$ cat src/design/assert_macros.svh
// assertion macros for the design files
`ifndef ASSERT_MACROS_SVH
`define ASSERT_MACROS_SVH
`ifndef SYNTH
// property that must hold at every clock edge out of reset
`define PZB_ASSERT(lbl, prop) \
	lbl: assert property (@(posedge clk) disable iff (!arst_n) prop) \
		else $error("pzb check failed");
// condition that must never be seen out of reset
`define PZB_NEVER(lbl, expr) \
	lbl: assert property (@(posedge clk) disable iff (!arst_n) !(expr)) \
		else $error("pzb forbidden condition");
`else
`define PZB_ASSERT(lbl, prop)
`define PZB_NEVER(lbl, expr)
`endif
`endif

$ cat src/design/pzb_ram.sv
// generic single-write, single-read ram with registered read data
module pzb_ram #(
	parameter int WIDTH = 8,
	parameter int DEPTH = 16
) (
	input  logic                     clk,
	input  logic                     we,
	input  logic [$clog2(DEPTH)-1:0] waddr,
	input  logic [WIDTH-1:0]         wdata,
	input  logic                     re,
	input  logic [$clog2(DEPTH)-1:0] raddr,
	output logic [WIDTH-1:0]         rdata
);

	logic [WIDTH-1:0] mem_q [DEPTH];

	always_ff @(posedge clk) begin
		if (we) begin
			mem_q[waddr] <= wdata;
		end
		if (re) begin
			rdata <= mem_q[raddr];
		end
	end

endmodule
$ cat config.mk
export PLATFORM = sky130hd
export DESIGN_NAME = pzb_ram
export DESIGN_NICKNAME = d
export VERILOG_FILES = /design/src/design/assert_macros.svh /design/src/design/pzb_ram.sv
export SDC_FILE = /design/constraint.sdc
export NUM_CORES = 1
export LEC_CHECK = 0
export BUFFER_PORTS_ARGS = -buffer_cell sky130_fd_sc_hd__buf_2
export CELL_PAD_IN_SITES_DETAIL_PLACEMENT = 0
export CELL_PAD_IN_SITES_GLOBAL_PLACEMENT = 1
export CORE_MARGIN = 2
export CORE_UTILIZATION = 60
export CTS_BUF_LIST = sky130_fd_sc_hd__clkbuf_8
export CTS_CLUSTER_DIAMETER = 200
export CTS_CLUSTER_SIZE = 25
export DETAILED_ROUTE_END_ITERATION = 8
export PLACE_DENSITY = 0.95
export SYNTH_ARGS = -nofsm -noshare
export SYNTH_HDL_FRONTEND = slang
export SYNTH_SLANG_ARGS = --single-unit
$ cat constraint.sdc
create_clock -name clk -period 6.8 [get_ports clk]
set_clock_uncertainty 0.15 [all_clocks]
set_input_delay 2.04 -clock clk [delete_from_list [all_inputs] [get_ports clk]]
set_output_delay 2.04 -clock clk [all_outputs]
set_load 0.01 [all_outputs]
Yosys cells after proc, flatten, opt, wreduce, memory -nomap -nowiden:

Memory sizes are Yosys's and may differ from the RTL's. A register that Yosys moved wholly into a read port is not among the register bits.
Index checks and enable logic that the tools add are counted.
W data, S select, Z words.

* register bits after elaboration: 0
* RAM bits: 128
* input port bits: 19
* output and inout port bits: 8
* word-level logic and storage cells: 3
* memories kept: 1

Memory list
* mem_q: depth 16, width 8, read ports 1, clocked after memory_dff 1, write ports 1, RTL line pzb_ram.sv:15 `logic [WIDTH-1:0] mem_q [DEPTH];`

* mux-type cells: 2

Operators with widths (count)
* $mux W1: 2

Depth between registers and ports, before layout:

Gate-level depths: netlist (run 1).

* depth in word-level cells: 2
* gate-level depth with buffers: 5
* gate-level depth less buffers: 3

Worst setup path after synthesis (run 1):

OpenSTA, ideal clock, no wires.

* path kind: input -> register
* start: input port waddr[2]
* end: memory mem_q[0][0], enable pin
* library setup time: 0.383 ns
* data arrival time: 3.150 ns
* required time: 6.267 ns
* setup slack: 3.117 ns
* cell stages on the path: 2
* buffers on the path: 0
* cell sequence: or3b_2 -> nor3_1

RTL lines
* start, declared: RTL line pzb_ram.sv:8 `input logic [$clog2(DEPTH)-1:0] waddr,`
* end, declared: RTL line pzb_ram.sv:15

No word-level cell before the write port.

==> results of run 1 <==
## cell families (layout without fill, tap and decap cells)
kind of cell	after synthesis	after routing	share of synthesized area [%]
DFF	136	136	78.1
and+or+nand+nor	35	35	3.14
muxes	32	32	14.8
AOI/OAI and AO/OA	16	16	2.30
buffers and inverters	10	60	1.65
## per-layer routing
layer	global-route usage, %	part of all wire (%)	up-vias
li1	-	-	1055
met1	30.6	41	1286
met2	34.2	50	136
met3	5.97	7.5	14
met4	6.73	1.2	0
met5	0	0	-
## worst min-delay path by stage
stage	start	end	slack (ns)	cells after the start
after global placement	mem_q[15][5]$_DFFE_PP_	rdata[5]$_DFFE_PP_	0.57	3
final	mem_q[12][5]$_DFFE_PP_	rdata[5]$_DFFE_PP_	0.60	3
after detailed placement	mem_q[12][5]$_DFFE_PP_	rdata[5]$_DFFE_PP_	0.59	3
after global routing	mem_q[12][2]$_DFFE_PP_	rdata[2]$_DFFE_PP_	0.64	3
after CTS	mem_q[12][5]$_DFFE_PP_	rdata[5]$_DFFE_PP_	0.61	3
after floorplan	mem_q[7][0]$_DFFE_PP_	rdata[0]$_DFFE_PP_	0.55	3
## critical path, stage by stage
cell                      delay [ns]
sky130_fd_sc_hd__buf_2          0.76
sky130_fd_sc_hd__mux4_1         0.72
sky130_fd_sc_hd__a22oi_1        0.26
sky130_fd_sc_hd__nand2_1        0.08
## cell usage in the layout (no fill, tap or decap)
cell,count
sky130_fd_sc_hd__bufinv_16,4
sky130_fd_sc_hd__nor3_2,1
sky130_fd_sc_hd__edfxtp_1,136
sky130_fd_sc_hd__inv_1,3
sky130_fd_sc_hd__and2b_1,1
sky130_fd_sc_hd__mux4_2,18
sky130_fd_sc_hd__nand3b_1,2
sky130_fd_sc_hd__clkbuf_8,17
sky130_fd_sc_hd__buf_2,26
sky130_fd_sc_hd__a22oi_1,16
sky130_fd_sc_hd__or3b_2,1
sky130_fd_sc_hd__mux4_1,14
sky130_fd_sc_hd__clkinv_2,2
sky130_fd_sc_hd__nor2b_1,1
sky130_fd_sc_hd__and2_1,1
sky130_fd_sc_hd__nand2b_1,2
sky130_fd_sc_hd__clkinvlp_4,1
sky130_fd_sc_hd__clkinv_1,5
sky130_fd_sc_hd__nor3_1,3
sky130_fd_sc_hd__nor2_1,13
sky130_fd_sc_hd__nand3_1,1
sky130_fd_sc_hd__buf_4,2
sky130_fd_sc_hd__nand2_1,9
## state kept, by name, summed over array words and instances (netlist names)
name,count
mem_q,128
rdata,8
## through the flow
step | std cells | power, uW | hold WS, ns | util, %
floorplan | 229 | 1020 | 0.555 | -
global placement | 355 | 1050 | 0.573 | 63.1
detailed placement | 355 | 1050 | 0.591 | 63.1
CTS | 387 | 1710 | 0.605 | 67.8
global route | 387 | 1750 | 0.636 | 67.8
finish | 387 | 1700 | 0.602 | 67.8
## power breakdown
group,total (uW),internal [uW],switching (uW)
sequential,949,944,4.67
combinational,82.7,32.8,49.9
clock,666,388,278
total,1700,1360,333
## area by class of cell
cell class	instances	area, sq um	share of cell area [%]
clock inverter	15	168	2.88
sequential	136	4080	70.1
clock buffer	17	234	4.01
timing repair buffer	28	145	2.49
multi-input combinational	83	1060	18.2
tap	108	135	2.32
==> metrics.txt, run 1 <==
# TYPE chip_impl_metric gauge
chip_impl_metric{name="yosys_warnings",unit=""} 0
chip_impl_info{name="netlist_top_cells_count",value="136 x sky130_fd_sc_hd__edfxtp_1, 18 x sky130_fd_sc_hd__mux4_2, 16 x sky130_fd_sc_hd__a22oi_1, 14 x sky130_fd_sc_hd__mux4_1, 13 x sky130_fd_sc_hd__nor2_1"} 1
chip_impl_metric{name="grt.total_usage",unit="%"} 21.8
chip_impl_metric{name="antenna_cells",unit=""} 0
chip_impl_metric{name="max-slew-margin-rel",unit="%"} 20.7
chip_impl_metric{name="reg2regPathDepth",unit=""} 3
chip_impl_metric{name="postSynth.asyncResetShare",unit="%"} 0
chip_impl_metric{name="final_setup_fails",unit=""} 0
chip_impl_metric{name="die_width",unit="um"} 97.3
chip_impl_metric{name="postSynthAreaPerCell",unit="sq um"} 22.8
chip_impl_metric{name="post_route_cells_drive_above_1_share",unit="%"} 25.8
chip_impl_info{name="critPathCapture",value="rdata[2]$_DFFE_PP_"} 1
chip_impl_metric{name="core.rowCount",unit=""} 34
chip_impl_metric{name="placement.io_buffers",unit=""} 26
chip_impl_metric{name="clock_latency",unit="ns"} 0.42
chip_impl_metric{name="worst-slew-pin-transition",unit="ns"} 1.18
chip_impl_metric{name="reg2reg_setup_slack",unit="ns"} 5.14
chip_impl_metric{name="detail-route-antenna-nets",unit=""} 0
chip_impl_metric{name="synthCells",unit=""} 229
chip_impl_metric{name="synth.net_count",unit=""} 248
chip_impl_metric{name="core_area",unit="sq mm"} 0.00859
chip_impl_metric{name="htree_num_levels",unit=""} 4
chip_impl_metric{name="sinks_on_clock_net",unit=""} 136
chip_impl_metric{name="synth_cell_types",unit=""} 18
chip_impl_metric{name="ioPinCount",unit=""} 27
chip_impl_info{name="postSynth.topFlopCell",value="sky130_fd_sc_hd__edfxtp_1"} 1
chip_impl_metric{name="power_density",unit="mW/mm^2"} 291
chip_impl_metric{name="gr-total-overflow",unit=""} 0
chip_impl_metric{name="p_leak",unit="uW"} 0.00193
chip_impl_metric{name="detailroute.via_count",unit=""} 2491
chip_impl_metric{name="critPathArrivalTime",unit="ns"} 3.86
chip_impl_info{name="unrepaired_setup_endpoints_after_global_routing",value="no"} 1
chip_impl_metric{name="floorplan.initialDensity",unit="%"} 60.8
chip_impl_metric{name="design_area",unit="sq mm"} 0.00583
chip_impl_metric{name="remaining_drc_errors",unit=""} 0
chip_impl_metric{name="place.detailed.hpwl",unit="um"} 5920
chip_impl_info{name="timing.critical_path.from",value="raddr[0]"} 1
chip_impl_info{name="status",value="complete, no violations"} 1
chip_impl_metric{name="required_time_of_the_critical_path",unit="ns"} 6.83
chip_impl_metric{name="cts_inserted_buffers",unit=""} 17
chip_impl_metric{name="ys_seq_elements",unit=""} 136
chip_impl_metric{name="finalCritPeriodShare",unit="%"} 56.5
chip_impl_metric{name="min_period",unit="ns"} 3.84
chip_impl_metric{name="vdd_drop_max",unit="uV"} 148
chip_impl_metric{name="grt_antenna_before_repair",unit=""} 0
chip_impl_metric{name="place.gp.congestion",unit=""} 0.728
chip_impl_metric{name="nNetsFinal",unit=""} 285
chip_impl_metric{name="post_synth_edffs",unit=""} 136
chip_impl_metric{name="post_synth_instance_area",unit="sq mm"} 0.00523
chip_impl_metric{name="via_per_inst",unit=""} 6.44
chip_impl_metric{name="grt_pass1_vias",unit=""} 2384
chip_impl_metric{name="cts_setup_buffers",unit=""} 0
chip_impl_info{name="critical_r2r_capture",value="rdata[1]$_DFFE_PP_"} 1
chip_impl_metric{name="placed_cell_area",unit="sq mm"} 0.00543
chip_impl_metric{name="die_area",unit="sq mm"} 0.00948
chip_impl_metric{name="largest_net_degree_at_the_start_of_global_routing",unit=""} 33
chip_impl_metric{name="timing_max_transition_violations_final",unit=""} 0
chip_impl_info{name="netlist_top_cells_area",value="sky130_fd_sc_hd__edfxtp_1 78%, sky130_fd_sc_hd__mux4_2 7.8%, sky130_fd_sc_hd__mux4_1 7.0%"} 1
chip_impl_metric{name="drt_pre_antenna_iters",unit=""} 6
chip_impl_metric{name="seq_area_frac_synth",unit="%"} 78.1
chip_impl_metric{name="post_cts_resized",unit=""} 0
chip_impl_metric{name="achievable-frequency",unit="MHz"} 260
chip_impl_metric{name="detailedPlace.worstSlack",unit="ns"} 2.48
chip_impl_metric{name="clk_pin_slew",unit="ns"} 0.07
chip_impl_info{name="worst_r2r_startpoint",value="mem_q[10][1]$_DFFE_PP_"} 1
chip_impl_info{name="ctsRootBufferMaster",value="sky130_fd_sc_hd__clkbuf_8"} 1
chip_impl_info{name="post-synth-top-area-cell",value="sky130_fd_sc_hd__edfxtp_1"} 1
chip_impl_info{name="startpoint_type",value="input pin"} 1
chip_impl_metric{name="routed_wirelength",unit="um"} 9820
chip_impl_info{name="worstHoldPathType",value="reg -> reg"} 1
chip_impl_info{name="setup.worst_path.class",value="in -> reg"} 1
chip_impl_metric{name="cap_viol_max_count",unit=""} 0
chip_impl_metric{name="netlist.area_leader.share",unit="%"} 78.1
chip_impl_metric{name="final.fill_count",unit=""} 548
chip_impl_metric{name="finalWorstSetupSlack",unit="ns"} 2.96
chip_impl_metric{name="dr.first_iter.drc_count",unit=""} 331
chip_impl_metric{name="wire_length_of_the_first_global_routing_pass",unit="um"} 14500
chip_impl_metric{name="wire_per_inst",unit="um"} 25.4
chip_impl_metric{name="syn2layout_area_growth",unit="%"} 11.5
chip_impl_metric{name="final_hold_violations",unit=""} 0
chip_impl_info{name="post-synth-top-count-cell",value="sky130_fd_sc_hd__edfxtp_1"} 1
chip_impl_metric{name="totalNegativeSetupSlack",unit="ns"} 0
chip_impl_metric{name="hold_buffers",unit=""} 0
chip_impl_metric{name="ctsLongestPathBuffers",unit=""} 2
chip_impl_info{name="cp-end-kind",value="flop"} 1
chip_impl_metric{name="critical_path.max_fanout",unit=""} 32
chip_impl_metric{name="floorplan.die.height",unit="um"} 97.3
chip_impl_info{name="tritoncts",value="done"} 1
No activity file was read; power rests on OpenSTA's default activity.
==> inputs of run 2 (changes only) <==
CORE_UTILIZATION = 50   (was 60)
PLACE_DENSITY = 0.86   (was 0.95)
clock period = 3.1 ns   (was 6.8 ns; I/O delays follow)
==> run 2 against run 1 <==
Net effect: total power is 120% higher; wire length down 3.6%; design area up 2.8%; global-route usage shrank 3.5 points; critical path depth is 1 higher; count of clock-buffer cells in the layout unchanged; sequential power grew 120%; clock power is 110% higher; core utilization fell by 9.2 points.
==> metrics.txt, run 2 (same netlist as run 1, synthesis figures left out) <==
# TYPE chip_impl_metric gauge
chip_impl_info{name="status",value="complete, no violations"} 1
chip_impl_info{name="largest_register",value="mem_q"} 1
chip_impl_metric{name="ctsLongestPathBuffers",unit=""} 2
chip_impl_metric{name="final_setup_fails",unit=""} 0
chip_impl_metric{name="place.gp.congestion",unit=""} 0.722
chip_impl_metric{name="grt_pass1_vias",unit=""} 2482
chip_impl_metric{name="die_area",unit="sq mm"} 0.0113
chip_impl_metric{name="required_time_of_the_critical_path",unit="ns"} 3.10
chip_impl_info{name="worst_hold_path.endpoint",value="rdata[2]$_DFFE_PP_"} 1
chip_impl_metric{name="cap_viol_max_count",unit=""} 0
chip_impl_metric{name="via_per_inst",unit=""} 5.76
chip_impl_info{name="layout_commonest_cell",value="sky130_fd_sc_hd__edfxtp_1"} 1
chip_impl_metric{name="core_area",unit="sq mm"} 0.0102
chip_impl_metric{name="power_density",unit="mW/mm^2"} 616
chip_impl_info{name="worst_r2r_startpoint",value="mem_q[10][6]$_DFFE_PP_"} 1
chip_impl_metric{name="sinks_on_clock_net",unit=""} 136
chip_impl_metric{name="clock_latency",unit="ns"} 0.42
chip_impl_metric{name="floorplan.die.height",unit="um"} 106
chip_impl_metric{name="design_power_total",unit="uW"} 3690
chip_impl_metric{name="place.detailed.hpwl",unit="um"} 5960
chip_impl_info{name="tritoncts",value="done"} 1
chip_impl_metric{name="timing.hold.worst_path_depth",unit=""} 3
chip_impl_metric{name="post-route-util",unit="%"} 58.6
chip_impl_metric{name="clk_pin_slew",unit="ns"} 0.07
chip_impl_metric{name="worst-slew-pin-transition",unit="ns"} 0.766
chip_impl_info{name="largest_registers",value="mem_q (128), rdata (8)"} 1
chip_impl_metric{name="drt_pre_antenna_iters",unit=""} 7
chip_impl_metric{name="reg2regPathDepth",unit=""} 3
chip_impl_info{name="layout_common_cells",value="136 x sky130_fd_sc_hd__edfxtp_1, 26 x sky130_fd_sc_hd__buf_2, 18 x sky130_fd_sc_hd__mux4_2, 18 x sky130_fd_sc_hd__buf_4, 17 x sky130_fd_sc_hd__clkbuf_8"} 1
chip_impl_info{name="startpoint_type",value="input pin"} 1
chip_impl_metric{name="max-slew-margin-rel",unit="%"} 48.8
chip_impl_metric{name="placement.io_buffers",unit=""} 26
chip_impl_metric{name="core.rowCount",unit=""} 37
chip_impl_metric{name="critPathArrivalTime",unit="ns"} 2.31
chip_impl_metric{name="wire_length_of_the_first_global_routing_pass",unit="um"} 14300
chip_impl_metric{name="antenna_cells",unit=""} 0
chip_impl_metric{name="critical_path.max_fanout",unit=""} 32
chip_impl_metric{name="detailroute.via_count",unit=""} 2487
chip_impl_metric{name="floorplan.initialDensity",unit="%"} 51.1
chip_impl_info{name="unrepaired_setup_endpoints_after_global_routing",value="no"} 1
chip_impl_metric{name="routed_wirelength",unit="um"} 9470
chip_impl_info{name="ctsRootBufferMaster",value="sky130_fd_sc_hd__clkbuf_8"} 1
chip_impl_info{name="path_cells",value="buf_2 -> buf_12 -> mux4_2 -> a22oi_1 -> nand2_1"} 1
chip_impl_metric{name="largest_net_degree_at_the_start_of_global_routing",unit=""} 33
chip_impl_metric{name="p_seq_share",unit="%"} 56.4
chip_impl_metric{name="dr.first_iter.drc_count",unit=""} 223
chip_impl_info{name="worst_path_dominant_cell_family",value="multiplexers"} 1
chip_impl_info{name="setup.worst_path.class",value="in -> reg"} 1
chip_impl_metric{name="min_period",unit="ns"} 2.32
chip_impl_info{name="cp-end-kind",value="flop"} 1
chip_impl_metric{name="cts_inserted_buffers",unit=""} 17
chip_impl_metric{name="cts_setup_buffers",unit=""} 0
chip_impl_metric{name="final_hold_violations",unit=""} 0
chip_impl_metric{name="achievable-frequency",unit="MHz"} 431
chip_impl_metric{name="finalCritPeriodShare",unit="%"} 74.8
chip_impl_metric{name="remaining_drc_errors",unit=""} 0
chip_impl_metric{name="detail-route-antenna-nets",unit=""} 0
chip_impl_metric{name="critPathBufInv",unit=""} 2
chip_impl_metric{name="int_power",unit="uW"} 2930
chip_impl_metric{name="grt_antenna_before_repair",unit=""} 0
chip_impl_metric{name="hold_buffers",unit=""} 0
chip_impl_info{name="worstHoldPathType",value="reg -> reg"} 1
chip_impl_metric{name="p_comb_share",unit="%"} 5.0
chip_impl_metric{name="die_width",unit="um"} 106
chip_impl_metric{name="vdd_drop_max",unit="uV"} 276
chip_impl_metric{name="htree_num_levels",unit=""} 4
chip_impl_metric{name="switchingPower",unit="uW"} 764
chip_impl_metric{name="totalNegativeSetupSlack",unit="ns"} 0
chip_impl_metric{name="nNetsFinal",unit=""} 302
chip_impl_metric{name="largest_register_ffs",unit=""} 128
chip_impl_metric{name="grt.total_usage",unit="%"} 18.2
chip_impl_metric{name="switching_share",unit="%"} 20.7
chip_impl_metric{name="syn2layout_area_growth",unit="%"} 14.6
chip_impl_metric{name="clock_power_share",unit="%"} 38.6
chip_impl_metric{name="timing.critical_path.slowest_cell_delay",unit="ns"} 0.54
chip_impl_metric{name="final.fill_count",unit=""} 700
chip_impl_metric{name="p_leak",unit="uW"} 0.00200
chip_impl_metric{name="ioPinCount",unit=""} 27
chip_impl_metric{name="post_cts_resized",unit=""} 0
chip_impl_metric{name="gr-total-overflow",unit=""} 0
chip_impl_info{name="holdCritStartpoint",value="mem_q[12][2]$_DFFE_PP_"} 1
chip_impl_metric{name="post_route_cells_drive_above_1_share",unit="%"} 31.1
chip_impl_metric{name="reg2reg_setup_slack",unit="ns"} 1.38
chip_impl_info{name="critical-path-slowest-cell",value="sky130_fd_sc_hd__mux4_2"} 1
chip_impl_info{name="critical_r2r_capture",value="rdata[6]$_DFFE_PP_"} 1
chip_impl_metric{name="wire_per_inst",unit="um"} 21.9
chip_impl_metric{name="timing_max_transition_violations_final",unit=""} 0
==> run 2: cell types whose count changed in the layout (fill, tap and decap cells not counted) <==
cell	change
sky130_fd_sc_hd__nor3_1	+1
sky130_fd_sc_hd__nor3_2	-1
sky130_fd_sc_hd__buf_4	+16
sky130_fd_sc_hd__clkinvlp_4	+6
sky130_fd_sc_hd__bufinv_16	-1
sky130_fd_sc_hd__clkinv_1	-3
sky130_fd_sc_hd__clkinv_2	-1
sky130_fd_sc_hd__buf_12	+1
sky130_fd_sc_hd__inv_1	-1
==> run 2: power by group through the flow <==
stage          Combinational [uW]  Sequential [uW]  Clock (uW)
4_1_cts                       188             2080        1450
2_1_floorplan                 105             2120           0
3_5_place_dp                  188             2120           0
3_3_place_gp                  181             2120           0
5_1_grt                       202             2080        1520
6_report                      186             2080        1430
==> run 2: cell type report <==
cell class                 count  area (sq um)  share of cell area [%]
clock buffer                  17           234                    3.90
multi-input combinational     83          1060                    17.6
timing repair buffer          45           285                    4.76
clock inverter                15           163                    2.71
tap                          136           170                    2.84
sequential                   136          4080                    68.1
==> run 2: metrics by stage <==
step	hold WS [ns]	setup slack, ns	std cells	instance area [sq um]
3_5_place_dp	0.593	0.397	400	5600
4_1_cts	0.607	0.853	432	5990
6_report	0.602	0.782	432	5990
2_1_floorplan	0.555	0.527	229	5230
3_3_place_gp	0.585	0.428	400	5600
5_1_grt	0.637	0.763	432	5990
==> run 2: tightest hold or removal path, delay by kind of cell (launching register included) <==
family	cells	cell delay [ns]
flip-flops	1	0.32
multiplexers	1	0.22
AO/OA/AOI/OAI	1	0.06
AND/OR/NAND/NOR	1	0.05
==> run 2: worst max path at each step <==
stage / from / endpoint / slack (ns) / depth (start not counted)
floorplan: waddr[2] / mem_q[0][0]$_DFFE_PP_ / 0.53 / 2
global placement: raddr[0] / rdata[1]$_DFFE_PP_ / 0.43 / 5
detailed placement: raddr[0] / rdata[6]$_DFFE_PP_ / 0.40 / 5
CTS: raddr[0] / rdata[6]$_DFFE_PP_ / 0.85 / 5
global route: raddr[0] / rdata[6]$_DFFE_PP_ / 0.76 / 5
finish: raddr[0] / rdata[6]$_DFFE_PP_ / 0.78 / 5
==> run 2: layer usage <==
| metal | GRT usage (%) | vias to the layer above | share of wire [%] |
|---|---|---|---|
| met1 | 26.3 | 1268 | 42 |
| met2 | 26.6 | 124 | 49 |
| met3 | 5.95 | 9 | 7.3 |
| met5 | 0 | - | 0 |
| met4 | 6.30 | 0 | 1.4 |
| li1 | - | 1086 | - |
==> inputs of run 3 (changes only) <==
CORE_UTILIZATION = 56   (was 50)
PLACE_DENSITY = 0.91   (was 0.86)
clock period = 2.3 ns   (was 3.1 ns; I/O delays follow)
==> run 3 against run 2 <==
Net effect: die area shrank 10%; via count increased by 1.1%; highest routed layer unchanged; critical endpoint unchanged; register-to-register slack worse by 0.87 ns; global-route usage rose by 2.7 points.
==> metrics.txt, run 3 (same netlist as run 1, synthesis figures left out) <==
# TYPE chip_impl_metric gauge
chip_impl_metric{name="design_power_total",unit="uW"} 5220
chip_impl_metric{name="syn2layout_area_growth",unit="%"} 16.8
chip_impl_info{name="largest_registers",value="mem_q (128), rdata (8)"} 1
chip_impl_metric{name="power_density",unit="mW/mm^2"} 855
chip_impl_metric{name="sinks_on_clock_net",unit=""} 136
chip_impl_info{name="status",value="complete, no violations"} 1
chip_impl_info{name="layout_commonest_cell",value="sky130_fd_sc_hd__edfxtp_1"} 1
chip_impl_metric{name="ioPinCount",unit=""} 27
chip_impl_metric{name="final_setup_fails",unit=""} 0
chip_impl_metric{name="place.gp.congestion",unit=""} 0.773
chip_impl_metric{name="vdd_drop_max",unit="uV"} 532
chip_impl_metric{name="die_area",unit="sq mm"} 0.0101
chip_impl_metric{name="ctsLongestPathBuffers",unit=""} 2
chip_impl_metric{name="largest_net_degree_at_the_start_of_global_routing",unit=""} 19
chip_impl_metric{name="required_time_of_the_critical_path",unit="ns"} 2.31
chip_impl_metric{name="gr-total-overflow",unit=""} 0
chip_impl_metric{name="die_width",unit="um"} 101
chip_impl_metric{name="remaining_drc_errors",unit=""} 0
chip_impl_metric{name="post_route_cells_drive_above_1_share",unit="%"} 33.7
chip_impl_info{name="layout_common_cells",value="136 x sky130_fd_sc_hd__edfxtp_1, 26 x sky130_fd_sc_hd__buf_2, 22 x sky130_fd_sc_hd__buf_4"} 1
chip_impl_metric{name="min_period",unit="ns"} 2.00
chip_impl_info{name="unrepaired_setup_endpoints_after_global_routing",value="no"} 1
chip_impl_metric{name="achievable-frequency",unit="MHz"} 500
chip_impl_metric{name="wire_per_inst",unit="um"} 23.2
chip_impl_metric{name="finalCritPeriodShare",unit="%"} 87.0
chip_impl_metric{name="floorplan.die.height",unit="um"} 101
chip_impl_metric{name="detailroute.via_count",unit=""} 2514
chip_impl_metric{name="place.detailed.hpwl",unit="um"} 6170
chip_impl_metric{name="cts_setup_buffers",unit=""} 0
chip_impl_metric{name="timing_max_transition_violations_final",unit=""} 0
chip_impl_metric{name="final_hold_violations",unit=""} 0
chip_impl_metric{name="p_leak",unit="uW"} 0.00208
chip_impl_metric{name="post-route-util",unit="%"} 66.7
chip_impl_metric{name="via_per_inst",unit=""} 6.07
chip_impl_metric{name="detail-route-antenna-nets",unit=""} 0
chip_impl_metric{name="critPathBufInv",unit=""} 2
chip_impl_metric{name="core_area",unit="sq mm"} 0.00915
chip_impl_info{name="path_cells",value="buf_2 -> buf_12 -> mux4_2 -> a22oi_1 -> nand2_1"} 1
chip_impl_metric{name="hold_buffers",unit=""} 0
chip_impl_info{name="gr_peak_layer",value="met2"} 1
chip_impl_metric{name="grtUsageMet3",unit="%"} 4.79
chip_impl_metric{name="detailedPlace.worstSlack",unit="ns"} -0.126
chip_impl_metric{name="nNetsFinal",unit=""} 309
chip_impl_info{name="worst_path_dominant_cell_family",value="multiplexers"} 1
chip_impl_metric{name="drt_pre_antenna_iters",unit=""} 4
chip_impl_metric{name="placement.io_buffers",unit=""} 26
chip_impl_metric{name="grt.total_usage",unit="%"} 20.9
chip_impl_info{name="cp-end-kind",value="flop"} 1
chip_impl_metric{name="routed_wirelength",unit="um"} 9600
chip_impl_metric{name="total_area_of_multi_input_combinational_cells",unit="sq mm"} 0.00106
chip_impl_metric{name="groute.layer.met2.usage",unit="%"} 34.5
chip_impl_metric{name="grt_antenna_before_repair",unit=""} 0
chip_impl_metric{name="core.rowCount",unit=""} 35
chip_impl_metric{name="critPathArrivalTime",unit="ns"} 2.01
chip_impl_metric{name="cap_viol_max_count",unit=""} 0
chip_impl_metric{name="antenna_cells",unit=""} 0
chip_impl_info{name="startpoint_type",value="input pin"} 1
chip_impl_metric{name="floorplan.initialDensity",unit="%"} 57.1
chip_impl_metric{name="htree_num_levels",unit=""} 4
chip_impl_metric{name="cts_inserted_buffers",unit=""} 17
chip_impl_metric{name="finalWorstSetupSlack",unit="ns"} 0.299
chip_impl_metric{name="sequential_cell_area",unit="sq mm"} 0.00408
chip_impl_metric{name="wire_length_of_the_first_global_routing_pass",unit="um"} 14700
chip_impl_metric{name="timing.critical_path.slowest_cell_delay",unit="ns"} 0.51
chip_impl_metric{name="grt_pass1_vias",unit=""} 2532
chip_impl_info{name="tritoncts",value="done"} 1
chip_impl_info{name="critical-path-slowest-cell",value="sky130_fd_sc_hd__mux4_2"} 1
chip_impl_info{name="worstHoldPathType",value="in -> reg"} 1
chip_impl_metric{name="critical_path.max_fanout",unit=""} 12
chip_impl_metric{name="final.fill_count",unit=""} 550
chip_impl_metric{name="clock_latency",unit="ns"} 0.42
chip_impl_metric{name="largest_register_ffs",unit=""} 128
chip_impl_info{name="ctsRootBufferMaster",value="sky130_fd_sc_hd__clkbuf_8"} 1
chip_impl_metric{name="dr.first_iter.drc_count",unit=""} 187
chip_impl_metric{name="groute.layer.met1.usage",unit="%"} 27.7
chip_impl_metric{name="clk_pin_slew",unit="ns"} 0.08
chip_impl_metric{name="max-slew-margin-rel",unit="%"} 75.6
chip_impl_metric{name="post_cts_resized",unit=""} 0
chip_impl_info{name="largest_register",value="mem_q"} 1
chip_impl_info{name="setup.worst_path.class",value="in -> reg"} 1
chip_impl_metric{name="worst-slew-pin-transition",unit="ns"} 0.366
[run 3: cell count changes in the layout (fill, tap and decap cells not counted), sizes merged]
cell	before	now
clkinv	3	6
bufinv	3	5
clkinvlp	7	3
inv	2	1
buf	45	52
[run 3: power by group]
part | internal [uW] | switching [uW] | total (uW) | leakage (uW)
Clock | 1280 | 870 | 2150 | 0.000220
Sequential | 2790 | 17.3 | 2810 | 0.00124
Combinational | 121 | 147 | 268 | 0.000628
[run 3: area by class of cell]
cell class                      instances  area share [%]
Sequential cell                       136            66.9
Multi-Input combinational cell         83            17.4
Timing Repair Buffer                   52            6.15
Clock buffer                           17            3.83
Clock inverter                         15            3.42
Tap cell                              111            2.28
[run 3: through the flow]
stage                     instance area, sq um  setup TNS [ns]  hold slack, ns  std cells
after floorplan                           5230               0           0.555        229
after global placement                    5660          -0.369           0.585        382
after detailed placement                  5660          -0.603           0.581        382
after CTS                                 6100               0           0.474        414
after global routing                      6100               0           0.476        414
final                                     6100               0           0.493        414
[run 3: worst register-to-register path: stages, from the launching register on]
cell and delay (ns):
sky130_fd_sc_hd__edfxtp_1 0.39, sky130_fd_sc_hd__mux4_1 0.51, sky130_fd_sc_hd__a22oi_1 0.35, sky130_fd_sc_hd__nand2_1 0.13
[run 3: path summary, 6_finish.rpt]
path,from,endpoint,slack (ns),cells past startpoint
setup / recovery,raddr[0],rdata[6]$_DFFE_PP_,0.30,5
hold / removal,re,rdata[1]$_DFFE_PP_,0.49,1
setup reg to reg,mem_q[0][0]$_DFFE_PP_,rdata[0]$_DFFE_PP_,0.51,3
hold reg to reg,mem_q[4][2]$_DFFE_PP_,rdata[2]$_DFFE_PP_,0.59,3
[run 3: layer usage]
layer	part of all wire, %	up-vias	wire length [um]
met5	0	-	0
met4	1.3	0	129
met3	6.6	9	629
met2	53	113	5080
met1	39	1292	3760
li1	-	1100	-
